### config.mk
export PLATFORM = sky130hd
export DESIGN_NAME = task_ready_queue_flat
export DESIGN_NICKNAME = d
export VERILOG_FILES = /design/src/hw/rtl/trq_pkg.sv /design/src/hw/rtl/trq_if.sv /design/src/hw/rtl/task_ready_queue.sv /design/src/hw/rtl/trq_cell.sv /design/src/hw/rtl/trq_prefix.sv /design/src/flat_wrapper.sv
export SDC_FILE = /design/constraint.sdc
export NUM_CORES = 2
export LEC_CHECK = 0
export BUFFER_PORTS_ARGS = -buffer_cell sky130_fd_sc_hd__buf_2
export CORE_ASPECT_RATIO = 2
export CORE_MARGIN = 3
export CORE_UTILIZATION = 30
export CTS_BUF_LIST = sky130_fd_sc_hd__clkbuf_16
export DETAILED_ROUTE_END_ITERATION = 16
export HOLD_SLACK_MARGIN = 0.1
export PLACE_DENSITY_LB_ADDON = 0.25
export SYNTH_ARGS = -nofsm -noshare
export SYNTH_HDL_FRONTEND = slang
export SYNTH_HIERARCHICAL = 1
export SYNTH_SLANG_ARGS = --single-unit
### constraint.sdc
create_clock -name clk -period 12 [get_ports clk]
set_clock_uncertainty 0.15 [all_clocks]
set_input_delay 1.2 -clock clk [delete_from_list [all_inputs] [get_ports clk]]
set_output_delay 1.2 -clock clk [all_outputs]
set_load 0.01 [all_outputs]
### src/hw/rtl/trq_pkg.sv
// trq_pkg: shared types, codes and widths for the task ready queue
// used by trq_if, trq_cell and task_ready_queue
package trq_pkg;

	localparam int QUEUE_DEPTH_DEF = 16;
	localparam int FUNC_W          = 3;
	localparam int ID_W            = 8;
	localparam int ARR_W           = 32;
	localparam int STATUS_W        = 2;
	localparam int COUNT_W         = 5;

	typedef enum logic [FUNC_W-1:0] {
		FN_SORTED_INS = 3'd0,
		FN_TAIL_INS   = 3'd1,
		FN_POP        = 3'd2,
		FN_REMOVE     = 3'd3,
		FN_FIND       = 3'd4
	} func_t;

	typedef enum logic [STATUS_W-1:0] {
		ST_OK       = 2'd0,
		ST_EMPTY    = 2'd1,
		ST_NOTFOUND = 2'd2,
		ST_FULL     = 2'd3
	} status_t;

	// one queue slot
	typedef struct packed {
		logic             vld;
		logic [ID_W-1:0]  id;
		logic [ARR_W-1:0] arr;
	} entry_t;

	// per-cell update command
	typedef struct packed {
		logic take_new;
		logic take_left;
		logic take_right;
	} cell_cmd_t;

endpackage

### src/hw/rtl/trq_if.sv
// trq_if: request and response channel interfaces of the task ready queue
// depends on trq_pkg for field widths
interface trq_in_if;
	logic                        valid;
	logic                        ready;
	logic [trq_pkg::FUNC_W-1:0]  func;
	logic [trq_pkg::ID_W-1:0]    task_id;
	logic [trq_pkg::ARR_W-1:0]   task_arrival;

	modport source (output valid, func, task_id, task_arrival, input ready);
	modport sink (input valid, func, task_id, task_arrival, output ready);
endinterface

interface trq_out_if;
	logic                         valid;
	logic                         ready;
	logic [trq_pkg::STATUS_W-1:0] status;
	logic [trq_pkg::ID_W-1:0]     out_id;
	logic [trq_pkg::ARR_W-1:0]    out_arrival;
	logic                         is_empty;
	logic [trq_pkg::COUNT_W-1:0]  entry_count;

	modport source (output valid, status, out_id, out_arrival, is_empty, entry_count,
		input ready);
	modport sink (input valid, status, out_id, out_arrival, is_empty, entry_count,
		output ready);
endinterface

### src/hw/rtl/task_ready_queue.sv
// task_ready_queue: top level, a row of trq_cell slots with a request
// register and a response register; depends on trq_pkg, trq_if, trq_cell, trq_prefix
//
//   channel | direction | carries
//   req     | in        | func, task_id, task_arrival
//   rsp     | out       | status, out_id, out_arrival, is_empty, entry_count
//
// each request is first held in the request register; then the cells compare,
// shift and load while the response register is written
// the row compares in parallel, so the time does not grow with QUEUE_DEPTH
// a new request is taken as soon as the request register has moved on,
// also while a response waits; a stalled response holds the request register
// reset empties every cell and the count; slot payloads are not cleared
module task_ready_queue #(
	parameter int QUEUE_DEPTH = trq_pkg::QUEUE_DEPTH_DEF
) (
	input  logic          clk,
	input  logic          arst_n,
	trq_in_if.sink        req,
	trq_out_if.source     rsp
);

	localparam int CW = $clog2(QUEUE_DEPTH + 1);

	// request register
	logic                       vld_s1;
	logic [trq_pkg::FUNC_W-1:0] func_s1;
	logic [trq_pkg::ID_W-1:0]   id_s1;
	logic [trq_pkg::ARR_W-1:0]  arr_s1;

	logic [CW-1:0] occ_q;

	// response register
	logic                         rsp_vld_q;
	logic [trq_pkg::STATUS_W-1:0] status_q;
	logic [trq_pkg::ID_W-1:0]     out_id_q;
	logic [trq_pkg::ARR_W-1:0]    out_arr_q;
	logic                         empty_q;
	logic [trq_pkg::COUNT_W-1:0]  count_q;

	trq_pkg::entry_t    ent [QUEUE_DEPTH];
	trq_pkg::cell_cmd_t cmd [QUEUE_DEPTH];
	trq_pkg::entry_t    new_entry;

	logic [QUEUE_DEPTH-1:0] vld_v, later_v, idm_v;
	logic [QUEUE_DEPTH-1:0] ins_hit, ins_incl, ins_first;
	logic [QUEUE_DEPTH-1:0] rm_hit, rm_incl, rm_first;

	logic                         advance;
	logic                         is_ins, is_extract, is_shrink, full, found;
	logic                         do_ins, do_rm;
	trq_pkg::status_t             status_n;
	logic [trq_pkg::ID_W-1:0]     sel_id;
	logic [trq_pkg::ARR_W-1:0]    sel_arr;
	logic [CW-1:0]                occ_n;

	assign req.ready = !vld_s1;
	assign advance   = vld_s1 && (!rsp_vld_q || rsp.ready);

	always_ff @(posedge clk or negedge arst_n) begin
		if (!arst_n) begin
			vld_s1 <= 1'b0;
		end else if (req.valid && req.ready) begin
			vld_s1 <= 1'b1;
		end else if (advance) begin
			vld_s1 <= 1'b0;
		end
	end

	always_ff @(posedge clk) begin
		if (req.valid && req.ready) begin
			func_s1 <= req.func;
			id_s1   <= req.task_id;
			arr_s1  <= req.task_arrival;
		end
	end

	// cell row
	assign new_entry = '{vld: 1'b1, id: id_s1, arr: arr_s1};

	for (genvar g = 0; g < QUEUE_DEPTH; g++) begin : g_cell
		trq_pkg::entry_t left_e, right_e;
		if (g == 0) begin : g_head
			assign left_e = '0;
		end else begin : g_mid
			assign left_e = ent[g-1];
		end
		if (g == QUEUE_DEPTH - 1) begin : g_tail
			assign right_e = '0;
		end else begin : g_body
			assign right_e = ent[g+1];
		end

		assign cmd[g].take_new   = do_ins && ins_first[g];
		assign cmd[g].take_left  = do_ins && ins_incl[g] && !ins_first[g];
		assign cmd[g].take_right = do_rm && rm_incl[g];

		trq_cell u_cell (
			.clk         (clk),
			.arst_n      (arst_n),
			.cmd         (cmd[g]),
			.new_entry   (new_entry),
			.left_entry  (left_e),
			.right_entry (right_e),
			.key_id      (id_s1),
			.key_arr     (arr_s1),
			.entry       (ent[g]),
			.later       (later_v[g]),
			.id_hit      (idm_v[g])
		);

		assign vld_v[g] = ent[g].vld;
	end

	// decode
	always_comb begin
		is_ins     = 1'b0;
		is_extract = 1'b0;
		is_shrink  = 1'b0;
		ins_hit    = ~vld_v;
		rm_hit     = idm_v;
		unique case (func_s1)
			trq_pkg::FN_SORTED_INS: begin
				is_ins  = 1'b1;
				ins_hit = later_v | ~vld_v;
			end
			trq_pkg::FN_TAIL_INS: begin
				is_ins = 1'b1;
			end
			trq_pkg::FN_POP: begin
				is_extract = 1'b1;
				is_shrink  = 1'b1;
				rm_hit     = {{(QUEUE_DEPTH-1){1'b0}}, vld_v[0]};
			end
			trq_pkg::FN_REMOVE: begin
				is_extract = 1'b1;
				is_shrink  = 1'b1;
			end
			trq_pkg::FN_FIND: begin
				is_extract = 1'b1;
			end
			default: begin
			end
		endcase
	end

	trq_prefix #(.N(QUEUE_DEPTH)) u_ins_prefix (
		.hit   (ins_hit),
		.incl  (ins_incl),
		.first (ins_first)
	);

	trq_prefix #(.N(QUEUE_DEPTH)) u_rm_prefix (
		.hit   (rm_hit),
		.incl  (rm_incl),
		.first (rm_first)
	);

	assign full   = vld_v[QUEUE_DEPTH-1];
	assign found  = |rm_hit;
	assign do_ins = advance && is_ins && !full;
	assign do_rm  = advance && is_shrink && found;

	always_comb begin
		sel_id  = '0;
		sel_arr = '0;
		for (int i = 0; i < QUEUE_DEPTH; i++) begin
			sel_id  = sel_id | ({trq_pkg::ID_W{rm_first[i]}} & ent[i].id);
			sel_arr = sel_arr | ({trq_pkg::ARR_W{rm_first[i]}} & ent[i].arr);
		end
	end

	always_comb begin
		status_n = trq_pkg::ST_OK;
		if (is_ins && full) begin
			status_n = trq_pkg::ST_FULL;
		end else if (func_s1 == trq_pkg::FN_POP && !found) begin
			status_n = trq_pkg::ST_EMPTY;
		end else if (is_extract && !found) begin
			status_n = trq_pkg::ST_NOTFOUND;
		end
	end

	always_comb begin
		occ_n = occ_q;
		if (do_ins) begin
			occ_n = occ_q + CW'(1);
		end else if (do_rm) begin
			occ_n = occ_q - CW'(1);
		end
	end

	always_ff @(posedge clk or negedge arst_n) begin
		if (!arst_n) begin
			occ_q     <= '0;
			rsp_vld_q <= 1'b0;
		end else begin
			occ_q <= occ_n;
			if (advance) begin
				rsp_vld_q <= 1'b1;
			end else if (rsp.ready) begin
				rsp_vld_q <= 1'b0;
			end
		end
	end

	always_ff @(posedge clk) begin
		if (advance) begin
			status_q  <= status_n;
			out_id_q  <= (is_extract && found) ? sel_id : '0;
			out_arr_q <= (is_extract && found) ? sel_arr : '0;
			empty_q   <= (occ_n == '0);
			count_q   <= trq_pkg::COUNT_W'(occ_n);
		end
	end

	assign rsp.valid       = rsp_vld_q;
	assign rsp.status      = status_q;
	assign rsp.out_id      = out_id_q;
	assign rsp.out_arrival = out_arr_q;
	assign rsp.is_empty    = empty_q;
	assign rsp.entry_count = count_q;

	// checks
	a_occ_bound: assert property (@(posedge clk) disable iff (!arst_n)
		occ_q <= CW'(QUEUE_DEPTH))
		else $error("occupancy above depth");

	a_occ_cells: assert property (@(posedge clk) disable iff (!arst_n)
		$countones(vld_v) == int'(occ_q))
		else $error("cell valid bits disagree with occupancy");

	a_full_status: assert property (@(posedge clk) disable iff (!arst_n)
		advance && status_n == trq_pkg::ST_FULL |-> occ_q == CW'(QUEUE_DEPTH))
		else $error("full status with room left");

	a_hold_on_stall: assert property (@(posedge clk) disable iff (!arst_n)
		vld_s1 && !advance |=> vld_s1 && $stable(occ_q))
		else $error("stalled request changed the queue");

endmodule

### src/hw/rtl/trq_cell.sv
// trq_cell: one queue slot; compares against the request key and
// loads a new entry or a neighbor's entry; depends on trq_pkg
module trq_cell (
	input  logic                       clk,
	input  logic                       arst_n,
	input  trq_pkg::cell_cmd_t         cmd,
	input  trq_pkg::entry_t            new_entry,
	input  trq_pkg::entry_t            left_entry,
	input  trq_pkg::entry_t            right_entry,
	input  logic [trq_pkg::ID_W-1:0]   key_id,
	input  logic [trq_pkg::ARR_W-1:0]  key_arr,
	output trq_pkg::entry_t            entry,
	output logic                       later,
	output logic                       id_hit
);

	logic                      vld_q;
	logic [trq_pkg::ID_W-1:0]  id_q;
	logic [trq_pkg::ARR_W-1:0] arr_q;
	trq_pkg::entry_t           nxt;

	always_comb begin
		nxt = entry;
		if (cmd.take_new) begin
			nxt = new_entry;
		end else if (cmd.take_left) begin
			nxt = left_entry;
		end else if (cmd.take_right) begin
			nxt = right_entry;
		end
	end

	always_ff @(posedge clk or negedge arst_n) begin
		if (!arst_n) begin
			vld_q <= 1'b0;
		end else begin
			vld_q <= nxt.vld;
		end
	end

	always_ff @(posedge clk) begin
		id_q  <= nxt.id;
		arr_q <= nxt.arr;
	end

	assign entry  = '{vld: vld_q, id: id_q, arr: arr_q};
	assign later  = vld_q && (arr_q > key_arr);
	assign id_hit = vld_q && (id_q == key_id);

endmodule

### src/hw/rtl/trq_prefix.sv
// trq_prefix: inclusive prefix-or and first-set marker over the cell row
// log-depth doubling steps; no package dependency
module trq_prefix #(
	parameter int N = 16
) (
	input  logic [N-1:0] hit,
	output logic [N-1:0] incl,
	output logic [N-1:0] first
);

	localparam int STEPS = (N > 1) ? $clog2(N) : 1;

	always_comb begin
		incl = hit;
		for (int k = 0; k < STEPS; k++) begin
			incl = incl | (incl << (1 << k));
		end
		first = incl & ~(incl << 1);
	end

endmodule
### src/flat_wrapper.sv
// flat-port wrapper written by rule: the top's interface ports become plain ports
module task_ready_queue_flat 
#(
	parameter int QUEUE_DEPTH = trq_pkg::QUEUE_DEPTH_DEF
)
  (clk, arst_n, req_valid, req_func, req_task_id, req_task_arrival, req_ready, rsp_valid, rsp_status, rsp_out_id, rsp_out_arrival, rsp_is_empty, rsp_entry_count, rsp_ready);
  trq_in_if req_i ();
  trq_out_if rsp_i ();
  input  logic clk;
  input  logic arst_n;
  input wire logic [$bits(req_i.valid)-1:0] req_valid;
  input wire logic [$bits(req_i.func)-1:0] req_func;
  input wire logic [$bits(req_i.task_id)-1:0] req_task_id;
  input wire logic [$bits(req_i.task_arrival)-1:0] req_task_arrival;
  output wire logic [$bits(req_i.ready)-1:0] req_ready;
  output wire logic [$bits(rsp_i.valid)-1:0] rsp_valid;
  output wire logic [$bits(rsp_i.status)-1:0] rsp_status;
  output wire logic [$bits(rsp_i.out_id)-1:0] rsp_out_id;
  output wire logic [$bits(rsp_i.out_arrival)-1:0] rsp_out_arrival;
  output wire logic [$bits(rsp_i.is_empty)-1:0] rsp_is_empty;
  output wire logic [$bits(rsp_i.entry_count)-1:0] rsp_entry_count;
  input wire logic [$bits(rsp_i.ready)-1:0] rsp_ready;
  assign req_i.valid = req_valid;
  assign req_i.func = req_func;
  assign req_i.task_id = req_task_id;
  assign req_i.task_arrival = req_task_arrival;
  assign req_ready = req_i.ready;
  assign rsp_valid = rsp_i.valid;
  assign rsp_status = rsp_i.status;
  assign rsp_out_id = rsp_i.out_id;
  assign rsp_out_arrival = rsp_i.out_arrival;
  assign rsp_is_empty = rsp_i.is_empty;
  assign rsp_entry_count = rsp_i.entry_count;
  assign rsp_i.ready = rsp_ready;
  task_ready_queue #(.QUEUE_DEPTH(QUEUE_DEPTH)) u_core (.clk(clk), .arst_n(arst_n), .req(req_i), .rsp(rsp_i));
endmodule
==> qor.txt <==
Outcome: finished, violations left
Failing checks: max-capacitance violations, max-slew violations
CP endpoint kind: register
Post-synthesis compound-gate area fraction: 15.7%
Via density: 5.89
Postcts setup bufs: 0
Post-synthesis adder-cell area fraction: 11.5%
RD Place Congestion: 1.04
Final min period: 7540 ps
IO buf count: 96
Crit-path slowest cell: nor4_2
Seq/Total Area, Yosys: 40.5%
Worst Path Arrival: 7970 ps
Setup TNS: 0 ps
Main synth FF type: edfxtp_1
Pwr dens: 154 nW/um^2
CTS root buf: clkbuf_16
Post-CTS sizing: 0
Leak: 0.0226 uW
Post-synth ARST share: 3.05%
Max Cap Viol: 2
Htree depth: 3
CTS sink count: 754
WL/cell: 35.3 microns
Multi-input gate area: 30500 sq um
IO Pins: 97
CTS tree: done
Row count: 223
Synth Warn #: 6
Vias in the first global route: 48100
Storage element area: 22500 sq um
Die Area: 191000 sq um
Yosys cell types: 58
Area growth syn-to-layout: 11.7%
Initial Util: 30.2%
Final Hold Viols: 0
Most frequent cells in the layout: nand2_1, edfxtp_1, mux2i_1, inv_1, ha_1
Kind of critical path: reg -> reg
Startpoint types: register
Worst Tran Pin Value: 1490 ps
Number of CTS-inserted buffers: 80
Clk slew on worst S/H paths: 70 ps
Worst EP required: 12440 ps
Final period util: 62.8%
Critical path, cell by cell: buf_4 > inv_1 > ha_1 > nand4_1 > nor4_2 > o21ai_1 > a31oi_1 > o211a_1 > nand2_1 > nand2_1 > or4_1 > nor2_4 > and3_1 > nor3b_2 > buf_4 > buf_4 > mux2i_1 > o21ai_1 > mux2_1
Overflow after GRT: 0
Crit path max-delay family: simple AND/OR/NAND/NOR gates
Post-synthesis simple-gate area fraction: 12.0%
Top cell by count, worst path: buf_4
Mean Syn Cell Area: 9.71 sq um
Core ar.: 184000 sq um
Global-route usage over all layers: 29.8%
CP Max Fanout: 32
Clock buffer depth: 3
Synth area leader: edfxtp_1
DRT antenna net count: 0
Unrepaired setup endpoints after global routing: no
Die Ht: 615 microns
Max Freq: 133 MHz
Dominant cells by area after synthesis: edfxtp_1, mux2i_1, ha_1, nand2_1, inv_1
Top cell type's share of synthesized area: 39.4%
Number of enable flip-flop cells after synthesis: 731
Final Setup Violations: 0
Fillers: 18700
Largest net degree at the start of global routing: 83
First-pass GRT wire length: 397000 microns
WP buf/inv: 4
Most common cell after layout, fill and taps aside: nand2_1
Cell area after synthesis: 55700 sq um
Post-synthesis xor/xnor area fraction: 2.06%
Largest stage delay, worst path: 1420 ps
DR vias: 49300
Cells after synthesis: 5737
Die extent in x: 311 microns
Worst slew margin relative to its limit: -0.251%
DRC Markers: 0
Routed WL: 295000 microns
Pwr Total: 9550 uW
Peak supply drop: 0.0000922 V
Post-synthesis mux area share: 12.2%
DRT iter0 DRCs: 5648
Hold_buf cts: 0
Layout cells sized above 1: 7.83%
Hold Crit Class: reg -> reg
Initial antenna violation count: 16
Later-pin clock latency in the skew report: 720 ps
Fin. max-slew vios: 1
Largest family of logic cells by synthesized area: compound AO/OA/AOI/OAI gates
Drt pass-1 iters: 6
Hpwl dp: 205000 microns
Layout Nets: 6386
#FFs+latches synth: 754
-- power by group --
| group | total, uW | internal [uW] | switching (uW) | leakage (uW) |
|---|---|---|---|---|
| clock network | 2670 | 1430 | 1240 | 0.00131 |
| registers | 3840 | 3390 | 450 | 0.00698 |
| logic | 3050 | 947 | 2100 | 0.0143 |
-- path summary, 6_finish.rpt --
path                              startpoint  slack, ps                              to  cells after the start
max                        u_core/arr_s1[15]       4460  u_core/g_cell[10].u_cell/vld_q                     19
min                          u_core/occ_q[4]        360                 u_core/occ_q[4]                      1
max reg2reg                u_core/arr_s1[15]       4460  u_core/g_cell[10].u_cell/vld_q                     19
min reg2reg                  u_core/occ_q[4]        360                 u_core/occ_q[4]                      1
max in group asynchronous             arst_n      10790   u_core/g_cell[8].u_cell/vld_q                      1
min in group asynchronous             arst_n        400  u_core/g_cell[15].u_cell/vld_q                      1
-- cells by family after synthesis --
kind of cell / count (synthesis)
DFF: 754
adders and majority gates: 514
other: 2
xor gates and xnor gates: 131
and+or+nand+nor: 1389
AOI/OAI and AO/OA: 1420
buffers and inverters: 853
muxes: 674
-- worst reg2reg max path, stage by stage (launching register included) --
cell,delay (ps)
edfxtp_1,320
buf_4,330
inv_1,100
ha_1,380
nand4_1,830
nor4_2,1450
o21ai_1,500
a31oi_1,340
o211a_1,170
nand2_1,50
nand2_1,200
or4_1,200
nor2_4,70
and3_1,200
nor3b_2,280
buf_4,480
buf_4,720
mux2i_1,290
o21ai_1,70
mux2_1,320
-- Yosys cell counts (28+ instances only) --
library cell	count
mux2i_1	658
o21ai_1	320
and3_1	61
a21o_1	32
ha_1	514
a22oi_1	88
a31oi_1	49
nand4_1	103
xnor2_1	81
nor2_1	69
a221oi_1	129
nand3_1	70
and2_1	39
inv_1	531
a22o_1	120
buf_2	64
buf_1	43
xor2_1	50
nor2b_1	28
clkbuf_1	192
edfxtp_1	731
a21oi_1	202
nor4_1	39
o21ai_0	393
nand2_1	835
-- metrics by stage --
stage               setup slack, ps  instance area (sq um)  std cells  hold WS (ps)  util (%)
CTS                            5100                  62200       8362           360      33.7
floorplan                      6710                  56000       5833           309         -
global route                   4570                  62200       8364           376      33.7
finish                         4460                  62200       8376           364      33.7
detailed placement             5100                  59600       8218           344      32.3
global placement               4730                  59600       8216           332      32.3
-- final cells by class --
class,instances,area share [%]
Multi-Input combinational cell,4226,49.0
Sequential cell,754,36.2
Tap cell,2475,4.98
Clock buffer,83,3.34
Inverter,531,3.20
Timing Repair Buffer,232,2.40
Clock inverter,61,0.835
Antenna cell,14,0.0563
-- per-layer routing --
layer / wire length, microns / GRT usage (%) / up-vias
met5: 18 / 0 / -
li1: - / - / 21200
met1: 93800 / 29.4 / 23800
met3: 22000 / 5.66 / 1218
met4: 38200 / 31.8 / 4
met2: 141000 / 50.6 / 3139
-- state kept, by name, summed over array words and instances, names as in the netlist --
signal / cells
u_core/rsp.valid: 1
u_core/g_cell.u_cell/vld_q: 16
u_core/g_cell.u_cell/id_q: 128
u_core/g_cell.u_cell/arr_q: 512
u_core/arr_s1: 32
u_core/vld_s1: 1
u_core/occ_q: 5
u_core/id_s1: 8
u_core/func_s1: 3
u_core/rsp.is_empty: 1
u_core/rsp.out_arrival: 32
u_core/rsp.status: 2
u_core/rsp.out_id: 8
u_core/rsp.entry_count: 5
No activity file was read; power rests on OpenSTA's default activity.
